### src/design/rzca_pkg.sv
// Shared types and constants for the reverb zone containment and average block.
// Holds stream layout widths, command and shape codes, controller state and the
// command/status structs between controller and datapath. No dependencies.
`default_nettype none

package rzca_pkg;

   localparam int ZONES_DEF   = 16;
   localparam int REQ_DATA_W  = 168;
   localparam int RSP_DATA_W  = 72;
   localparam int CRD_W       = 32;
   localparam int EXT_W       = 31;
   localparam int LVL_W       = 16;
   localparam int MAG_W       = 36;
   localparam int PROD_W      = 64;
   localparam int ACC_W       = 66;
   localparam int ACTIVE_W    = 5;

   localparam logic [1:0] CMD_CENTER = 2'd0;
   localparam logic [1:0] CMD_EXTENT = 2'd1;
   localparam logic [1:0] CMD_LEVELS = 2'd2;
   localparam logic [1:0] CMD_QUERY  = 2'd3;

   localparam logic [1:0] SHAPE_SPHERE  = 2'd0;
   localparam logic [1:0] SHAPE_BOX     = 2'd1;
   localparam logic [1:0] SHAPE_CAPSULE = 2'd2;

   typedef enum logic [1:0] {
      MS_X = 2'd0,
      MS_Y = 2'd1,
      MS_Z = 2'd2,
      MS_L = 2'd3
   } mul_sel_type;

   typedef enum logic [1:0] {
      ACC_HOLD = 2'd0,
      ACC_LOAD = 2'd1,
      ACC_ADD  = 2'd2
   } acc_op_type;

   typedef enum logic [10:0] {
      S_IDLE  = 11'b000_0000_0001,
      S_READ  = 11'b000_0000_0010,
      S_DIFF  = 11'b000_0000_0100,
      S_SQX   = 11'b000_0000_1000,
      S_SQY   = 11'b000_0001_0000,
      S_SQZ   = 11'b000_0010_0000,
      S_SQL   = 11'b000_0100_0000,
      S_TEST  = 11'b000_1000_0000,
      S_DIVLD = 11'b001_0000_0000,
      S_DIV   = 11'b010_0000_0000,
      S_OUT   = 11'b100_0000_0000
   } state_type;

   typedef struct packed {
      logic        wr;
      logic        start_q;
      logic        rd;
      logic        diff;
      mul_sel_type mul_sel;
      acc_op_type  acc_op;
      logic        test;
      logic        next_zone;
      logic        div_load;
      logic        div_step;
      logic        load_rsp;
   } ctl_type;

   typedef struct packed {
      logic last_zone;
      logic div_last;
      logic rsp_busy;
   } sts_type;

endpackage

`default_nettype wire

### src/design/rzca_ctrl.sv
// Controller state machine for the reverb zone block: sequences writes, the
// per-zone containment walk, the division pass and the result hand-off.
// Depends on rzca_pkg.
`default_nettype none

module rzca_ctrl
   import rzca_pkg::*;
(
   input  wire logic       clock,
   input  wire logic       reset,
   input  wire logic       req_tvalid,
   input  wire logic [1:0] req_tuser,
   output logic            req_tready,
   input  wire sts_type    sts,
   output ctl_type         ctl
);

   state_type state_ff, state_in;

   // Next state and commands
   always_comb begin
      state_in     = state_ff;
      ctl          = '0;
      ctl.mul_sel  = MS_X;
      ctl.acc_op   = ACC_HOLD;
      req_tready   = 1'b0;
      case (state_ff)
         S_IDLE: begin
            req_tready = 1'b1;
            if (req_tvalid) begin
               if (req_tuser == CMD_QUERY) begin
                  ctl.start_q = 1'b1;
                  state_in    = S_READ;
               end else begin
                  ctl.wr = 1'b1;
               end
            end
         end
         S_READ: begin
            ctl.rd   = 1'b1;
            state_in = S_DIFF;
         end
         S_DIFF: begin
            ctl.diff = 1'b1;
            state_in = S_SQX;
         end
         S_SQX: begin
            ctl.mul_sel = MS_X;
            state_in    = S_SQY;
         end
         S_SQY: begin
            ctl.mul_sel = MS_Y;
            ctl.acc_op  = ACC_LOAD;
            state_in    = S_SQZ;
         end
         S_SQZ: begin
            ctl.mul_sel = MS_Z;
            ctl.acc_op  = ACC_ADD;
            state_in    = S_SQL;
         end
         S_SQL: begin
            ctl.mul_sel = MS_L;
            ctl.acc_op  = ACC_ADD;
            state_in    = S_TEST;
         end
         S_TEST: begin
            ctl.test = 1'b1;
            if (sts.last_zone) begin
               state_in = S_DIVLD;
            end else begin
               ctl.next_zone = 1'b1;
               state_in      = S_READ;
            end
         end
         S_DIVLD: begin
            ctl.div_load = 1'b1;
            state_in     = S_DIV;
         end
         S_DIV: begin
            ctl.div_step = 1'b1;
            if (sts.div_last) begin
               state_in = S_OUT;
            end
         end
         S_OUT: begin
            // hold until the previous result has been taken
            if (!sts.rsp_busy) begin
               ctl.load_rsp = 1'b1;
               state_in     = S_IDLE;
            end
         end
         default: begin
            state_in = S_IDLE;
         end
      endcase
   end

   always_ff @(posedge clock) begin
      if (reset) begin
         state_ff <= S_IDLE;
      end else begin
         state_ff <= state_in;
      end
   end

endmodule

`default_nettype wire

### config.mk
export PLATFORM = sky130hd
export DESIGN_NAME = rzca_ctrl
export DESIGN_NICKNAME = d
export VERILOG_FILES = /design/src/design/rzca_pkg.sv /design/src/design/rzca_ctrl.sv
export SDC_FILE = /design/constraint.sdc
export NUM_CORES = 1
export LEC_CHECK = 0
export ABC_AREA = 1
export BUFFER_PORTS_ARGS = -buffer_cell sky130_fd_sc_hd__buf_2
export CAP_MARGIN = 25
export CORE_UTILIZATION = 28
export CTS_BUF_LIST = sky130_fd_sc_hd__clkbuf_4 sky130_fd_sc_hd__clkbuf_8
export DETAILED_ROUTE_END_ITERATION = 10
export GPL_ROUTABILITY_DRIVEN = 0
export HOLD_SLACK_MARGIN = 0.12
export PLACE_DENSITY = 0.49
export SETUP_SLACK_MARGIN = 0.1
export SLEW_MARGIN = 10
export SYNTH_ARGS = -nofsm -noshare
export SYNTH_HDL_FRONTEND = slang
export SYNTH_SLANG_ARGS = --single-unit
### constraint.sdc
create_clock -name clock -period 1.3 [get_ports clock]
set_clock_uncertainty 0.15 [all_clocks]
set_input_delay 0.13 -clock clock [delete_from_list [all_inputs] [get_ports clock]]
set_output_delay 0.13 -clock clock [all_outputs]
set_load 0.05 [all_outputs]
==> qor.csv, run 1 <==
metric,value,unit
clockPowerShare,0.111,
critPathRequiredTime,1.02,ns
crit_type,flop to primary output,
swShare,0.434,
synth_warnings,0,
nFillCells,206,
largest_register,state_ff,
dpl-instance-area,1160,sq um
setup_viol,22,
cpMaxStageDelayCell,dfxtp_2,
period_share,1.33,
combPwrFrac,0.710,
avgSynthCellArea,6.15,sq um
antenna_found_initial,0,
grtUsageMet3,0.0174,
critPathArrivalTime,1.45,ns
internal_power,1280,uW
cp_top_family,simple AND/OR/NAND/NOR gates,
powerDensity,1390,nW/um^2
grt_pass1_wl,3.38,mm
h-tree-depth,1,
worst_setup_path_start_kind,flop,
max_clock_freq,577,MHz
min_period,1.73,ns
end_kind,primary output,
clock_sinks,11,
final_layout_size_suffix_gt1_frac,0.736,
viasPerCell,4.31,
fin_ws,-0.433,ns
wl,2.10,mm
ir_drop,1.64,mV
fin_util,0.664,
postRouteAntennaNets,0,
finalNetCount,187,
layout_commonest_cell,buf_4,
finish.instance_area,1630,sq um
seq_power_share,0.179,
syn_inst,117,
io_pins,22,
hold_class,input pin to flop,
syn2layout_area_growth,127,%
grt_pass1_vias,837,
final_cell_mix,"buf_4, nand2_1, inv_1",
worst_pin_slew,0.281,ns
drtIter0Drc,1,
p_total,2270,uW
critPathMaxFanout,5,
start_util,0.293,
status,"complete, but fails checks",
path_buf_inv,2,
syn_nets,125,
top_regs,state_ff: 11 flops,
hold_viol_final,0,
gr-usage-met1,0.174,
crit_path_cell_trace,nor2_4 > nand2_4 > nor2_4 > nand2_4 > inv_8 > nand2_4 > nor2_4 > buf_8,
cpPeakStageDelay,0.34,ns
violations,negative setup slack,
num_rows,18,
dr.pass1.iters,4,
busiest_layer,met2,
dieArea,2780,sq um
die_h,52.7,microns
grt_max_degree,11,
die_w,52.7,microns
p_leak,0.000778,uW
drv_cap,0,
grt-ovfl-total,0,
max_slew_margin,0.813,
cts-root-buf,clkbuf_4,
cts_buffers,3,
place_ws,-0.316,ns
largest_reg_flops,11,
yosysUniqueCellTypes,16,
vias,897,
wl_per_cell,10.1,microns
cts_tree,yes,
drc_errors,0,
clk_pin_slew,0.07,ns
met2_usage,0.340,
hpwl,1.46,mm
syn_area,719,sq um
ctsLongestPathBuffers,2,
core,2450,sq um
ys_seq_elements,11,
antennaDiodeCount,0,
worst_skew_pair.late_latency,0.26,ns
gr-usage-all-layers,0.170,
yosysSeqAreaShare,0.306,
drv_slew,0,
p_sw,985,uW
port_buffers,21,
rsz0062_at_grt,true,
[cell families after synthesis]
logic type             count (synthesis)  synth area share
flip-flops                            11             0.306
AND/OR/NAND/NOR                       77             0.532
buffers and inverters                 26             0.141
AO/OA/AOI/OAI                          3            0.0209
[repair_timing]
item / CTS / global route
hold buffers: 2 / 0
gates resized for setup: 64 / 25
buffers inserted: 10 / 4
endpoints found under the setup margin: 25 / 25
pin swaps: 14 / 15
endpoints found under the hold margin: 9 / 0
[worst register-to-register path: stages, from the launching register on]
cell	delay, ns
dfxtp_2	0.34
nor2_4	0.14
nand2_4	0.07
buf_4	0.14
nor2_4	0.16
buf_6	0.15
nand3_4	0.09
nand3_4	0.14
buf_6	0.12
nor3_2	0.03
[Yosys cell counts, drive strengths merged]
cell type | instances | area [sq um]
nor2 | 25 | 129
o21ai | 2 | 10.0
nor3 | 10 | 50.1
a21oi | 1 | 5.00
inv | 24 | 90.1
dfxtp | 11 | 220
nand2 | 37 | 151
buf | 2 | 11.3
nand3 | 5 | 52.6
[through the flow]
| step | instances | setup TNS [ns] | hold slack (ns) |
|---|---|---|---|
| floorplan | 117 | -1.37 | 0.169 |
| global placement | 188 | -4.19 | 0.299 |
| detailed placement | 188 | -4.63 | 0.306 |
| CTS | 204 | -6.68 | 0.0909 |
| global route | 208 | -9.36 | 0.130 |
| finish | 208 | -7.69 | 0.116 |
[metal layers]
layer | part of all wire | wire length, microns
met5 | 0 | 0
met4 | 0.0033 | 7
met3 | 0.025 | 52
met2 | 0.57 | 1210
met1 | 0.40 | 835
[layout make-up]
cell class,instances,area [sq um],share of cell area
multi-input combinational,80,652,0.400
timing repair buffer,59,554,0.340
sequential,11,231,0.142
inverter,24,125,0.0767
tap,30,37.5,0.0230
clock buffer,4,30.0,0.0184
[final timing paths]
| kind | cells past startpoint | slack, ns | start | to |
|---|---|---|---|---|
| setup reg to reg | 9 | -0.34 | state_ff[6] | state_ff[2] |
| setup / recovery | 8 | -0.43 | state_ff[6] | ctl[12] |
| hold / removal | 5 | 0.12 | sts[1] | state_ff[9] |
| hold reg to reg | 4 | 0.47 | state_ff[3] | state_ff[4] |
[power by group through the flow]
stage	clock network, uW	logic, uW	registers (uW)
final	252	1610	406
after global routing	282	1740	410
after CTS	258	1460	400
after detailed placement	0	1190	405
after global placement	0	1190	405
after floorplan	0	784	407
Note: power is estimated with default switching activity, not from simulation.
==> run 2, diff against run 1 <==
--- a/config.mk
+++ b/config.mk
@@ -15,6 +15,7 @@
 export HOLD_SLACK_MARGIN = 0.12
 export PLACE_DENSITY = 0.49
 export SETUP_SLACK_MARGIN = 0.1
+export SKIP_CTS_REPAIR_TIMING = 1
 export SLEW_MARGIN = 10
 export SYNTH_ARGS = -nofsm -noshare
 export SYNTH_HDL_FRONTEND = slang
==> run 2 against run 1 <==
  * The run still ends with negative setup slack left
  * Sequential power barely moved
  * Utilization fell by 7.1 points
  * Die area did not move
  * Clock power barely moved
  * Maximum frequency rose by 0.76%
  * Critical path type unchanged
==> qor.csv, run 2 (synthesis gave the netlist of run 1 again) <==
metric,value,unit
hold_viol_final,0,
viasPerCell,4.32,
path_buf_inv,2,
critPathMaxFanout,5,
antenna_found_initial,0,
ir_drop,1.23,mV
core,2450,sq um
wl,1.91,mm
cts_buffers,3,
drv_slew,0,
p_leak,0.000720,uW
grt_pass1_vias,753,
max_slew_margin,0.821,
wl_per_cell,9.62,microns
die_h,52.7,microns
crit_type,flop to primary output,
fin_ws,-0.419,ns
clk_pin_slew,0.07,ns
cts-root-buf,clkbuf_4,
rsz0062_at_grt,true,
violations,negative setup slack,
largest_reg_flops,11,
finalNetCount,178,
place_ws,-0.316,ns
final_layout_size_suffix_gt1_frac,0.645,
dr.pass1.iters,4,
crit_path_cell_trace,nor2_2 > nand2_2 > nor2_4 > nand2_1 > clkinvlp_4 > clkbuf_4,
top_regs,state_ff: 11 flops,
postRouteAntennaNets,0,
max_clock_freq,582,MHz
dpl-instance-area,1160,sq um
vias,859,
critPathRequiredTime,1.02,ns
final_cell_mix,"buf_4, nand2_1, inv_1",
cts_tree,yes,
syn2layout_area_growth,102,%
start_util,0.293,
min_period,1.72,ns
ctsLongestPathBuffers,2,
grt-ovfl-total,0,
cp_top_family,simple AND/OR/NAND/NOR gates,
p_total,2080,uW
critPathArrivalTime,1.44,ns
port_buffers,21,
drc_errors,0,
dieArea,2780,sq um
end_kind,primary output,
nFillCells,229,
drtIter0Drc,6,
antennaDiodeCount,0,
worst_setup_path_start_kind,flop,
h-tree-depth,1,
worst_pin_slew,0.268,ns
cpMaxStageDelayCell,dfxtp_2,
drv_cap,0,
period_share,1.32,
hpwl,1.46,mm
status,"complete, but fails checks",
setup_viol,21,
grt_pass1_wl,3.00,mm
grt_max_degree,11,
die_w,52.7,microns
powerDensity,1430,nW/um^2
clock_sinks,11,
io_pins,22,
largest_register,state_ff,
num_rows,18,
gr-usage-all-layers,0.148,
worst_skew_pair.late_latency,0.26,ns
fin_setup_tns,-6.47,ns
layout_commonest_cell,buf_4,
finish.instance_area,1460,sq um
hold_class,input pin to flop,
cpPeakStageDelay,0.33,ns
run 2: path summary, 6_finish.rpt:
path	slack, ns	end	cells after the start	from
min reg2reg	0.47	state_ff[4]	4	state_ff[3]
max reg2reg	-0.27	state_ff[2]	8	state_ff[9]
max	-0.42	ctl[9]	6	state_ff[9]
min	0.1	state_ff[9]	5	sts[1]
run 2: final cells by class:
| class | count | area (sq um) | share of cell area |
|---|---|---|---|
| clock buffers | 4 | 30.0 | 0.0206 |
| inverters | 24 | 125 | 0.0859 |
| multi-input cells | 80 | 582 | 0.399 |
| flip-flops and latches | 11 | 229 | 0.157 |
| well taps | 30 | 37.5 | 0.0258 |
| repair buffers | 50 | 453 | 0.311 |
run 2: where the power goes:
group | switching, uW | leakage (uW) | internal (uW)
Sequential | 26.7 | 0.0000918 | 379
Clock | 113 | 0.0000184 | 139
Combinational | 760 | 0.000610 | 666
Total | 899 | 0.000720 | 1180
run 2: layer usage:
layer,wire length [microns],vias up,global-route usage
met1,794,389,0.177
met4,12,0,0.0658
met2,1030,20,0.262
met3,77,2,0.0174
met5,0,-,0
li1,-,448,-
run 2: metrics by stage:
step                       util  hold WS, ns  std cells
after floorplan               -        0.169        117
after global placement    0.472        0.299        188
after detailed placement  0.472        0.306        188
after CTS                 0.484       0.0225        192
after global routing      0.593        0.119        199
final                     0.593       0.0961        199
run 2: tightest hold or removal path: stages:
cell and delay [ns]:
buf_2 0.07, inv_1 0.05, nand3_4 0.10, buf_6 0.09, a21oi_2 0.03
==> run 3, diff against run 2 <==
--- a/config.mk
+++ b/config.mk
@@ -8,12 +8,14 @@
 export ABC_AREA = 1
 export BUFFER_PORTS_ARGS = -buffer_cell sky130_fd_sc_hd__buf_2
 export CAP_MARGIN = 25
+export CELL_PAD_IN_SITES_DETAIL_PLACEMENT = 0
+export CELL_PAD_IN_SITES_GLOBAL_PLACEMENT = 1
 export CORE_UTILIZATION = 28
 export CTS_BUF_LIST = sky130_fd_sc_hd__clkbuf_4 sky130_fd_sc_hd__clkbuf_8
 export DETAILED_ROUTE_END_ITERATION = 10
 export GPL_ROUTABILITY_DRIVEN = 0
 export HOLD_SLACK_MARGIN = 0.12
-export PLACE_DENSITY = 0.49
+export PLACE_DENSITY = 0.67
 export SETUP_SLACK_MARGIN = 0.1
 export SKIP_CTS_REPAIR_TIMING = 1
 export SLEW_MARGIN = 10
==> run 3 against run 2 <==
  * The flow still finishes with violations (negative setup slack)
  * Total power rose by 0.66%
  * Final cell count rose by 1.0%
  * Worst setup slack got worse by 0.036 ns
  * Maximum frequency fell by 2.1%
  * Critical path type unchanged
  * Highest routed layer unchanged
==> qor.csv, run 3 (synthesis gave the netlist of run 1 again) <==
metric,value,unit
period_share,1.35,
finish.instance_area,1430,sq um
port_buffers,21,
postRouteAntennaNets,0,
hold_class,input pin to flop,
critPathArrivalTime,1.48,ns
max_clock_freq,570,MHz
rsz0062_at_grt,true,
drc_errors,0,
path_common_cell,nand2_2,
syn2layout_area_growth,99.3,%
clock_sinks,11,
largest_reg_flops,11,
num_rows,18,
cts_tree,yes,
grt_pass1_vias,763,
dieArea,2780,sq um
top_regs,state_ff: 11 flops,
hold_viol_final,0,
dpl-instance-area,1170,sq um
core,2450,sq um
setup_viol,22,
grtUsageMet3,0.0174,
gr-usage-met1,0.164,
critPathRequiredTime,1.02,ns
start_util,0.293,
final_cell_mix,"buf_4, nand2_1, inv_1",
seq_power_share,0.193,
wl,1.95,mm
clockPowerShare,0.124,
swShare,0.434,
ir_drop,1.31,mV
p_leak,0.000736,uW
h-tree-depth,1,
crit_type,flop to primary output,
drtIter0Drc,4,
fin_ws,-0.455,ns
antennaDiodeCount,0,
critPathMaxFanout,5,
vias,860,
drv_cap,0,
die_h,52.7,microns
hpwl,1.47,mm
largest_register,state_ff,
min_period,1.76,ns
cts_buffers,3,
combPwrFrac,0.682,
met2_usage,0.257,
powerDensity,1460,nW/um^2
grt_max_degree,11,
p_total,2100,uW
die_w,52.7,microns
grt_pass1_wl,2.93,mm
antenna_found_initial,0,
grt-ovfl-total,0,
worst_pin_slew,0.258,ns
busiest_layer,met2,
p_sw,910,uW
crit_path_cell_trace,nor2_2 > nand2_2 > nor2_4 > nand2_2 > nand2_8 > buf_4,
worst_skew_pair.late_latency,0.27,ns
cpMaxStageDelayCell,dfxtp_2,
worst_setup_path_start_kind,flop,
io_pins,22,
wl_per_cell,9.72,microns
internal_power,1190,uW
dr.pass1.iters,4,
gr-usage-all-layers,0.144,
cpPeakStageDelay,0.34,ns
clk_pin_slew,0.07,ns
max_slew_margin,0.827,
violations,negative setup slack,
drv_slew,0,
viasPerCell,4.28,
end_kind,primary output,
cts-root-buf,clkbuf_4,
finalNetCount,180,
status,"complete, but fails checks",
layout_commonest_cell,buf_4,
final_layout_size_suffix_gt1_frac,0.626,
ctsLongestPathBuffers,2,
==> run 3: worst paths after layout <==
| kind | start | end | depth (start not counted) | slack (ns) |
|---|---|---|---|---|
| max | state_ff[9] | ctl[6] | 6 | -0.46 |
| min | sts[2] | state_ff[1] | 6 | 0.10 |
| max reg2reg | state_ff[7] | state_ff[4] | 8 | -0.26 |
| min reg2reg | state_ff[3] | state_ff[4] | 4 | 0.49 |
==> run 3: layout make-up <==
class	count	area [sq um]
clock buffer	4	30.0
fill	241	1020
inverter	24	125
multi-input combinational	80	553
sequential	11	228
tap	30	37.5
timing repair buffer	52	460
==> run 3: critical path, delay by kind of cell, from the launching register on <==
| kind | cells | cell delay, ns |
|---|---|---|
| simple gates | 5 | 0.67 |
| flops | 1 | 0.34 |
| buf+inv | 1 | 0.19 |
==> run 3: power groups by stage <==
stage / Sequential (uW) / Combinational [uW] / Clock (uW)
after global placement: 405 / 1220 / 0
after floorplan: 407 / 784 / 0
final: 405 / 1430 / 261
after detailed placement: 405 / 1220 / 0
after CTS: 397 / 1220 / 266
after global routing: 409 / 1540 / 283
==> run 3: per-stage QoR <==
stage	hold WS [ns]	worst slack, ns	instances	util	setup TNS, ns
finish	0.103	-0.455	201	0.584	-7.25
detailed placement	0.303	-0.297	190	0.478	-4.71
CTS	0.0121	-0.608	194	0.490	-9.13
global placement	0.302	-0.279	190	0.478	-4.39
floorplan	0.169	-0.257	117	-	-1.37
global route	0.131	-0.526	201	0.584	-8.91
==> run 3: layer usage <==
metal / share of wire / vias to the layer above
met4: 0.017 / 0
met1: 0.43 / 381
met3: 0.034 / 4
met5: 0 / -
met2: 0.52 / 20
li1: - / 455
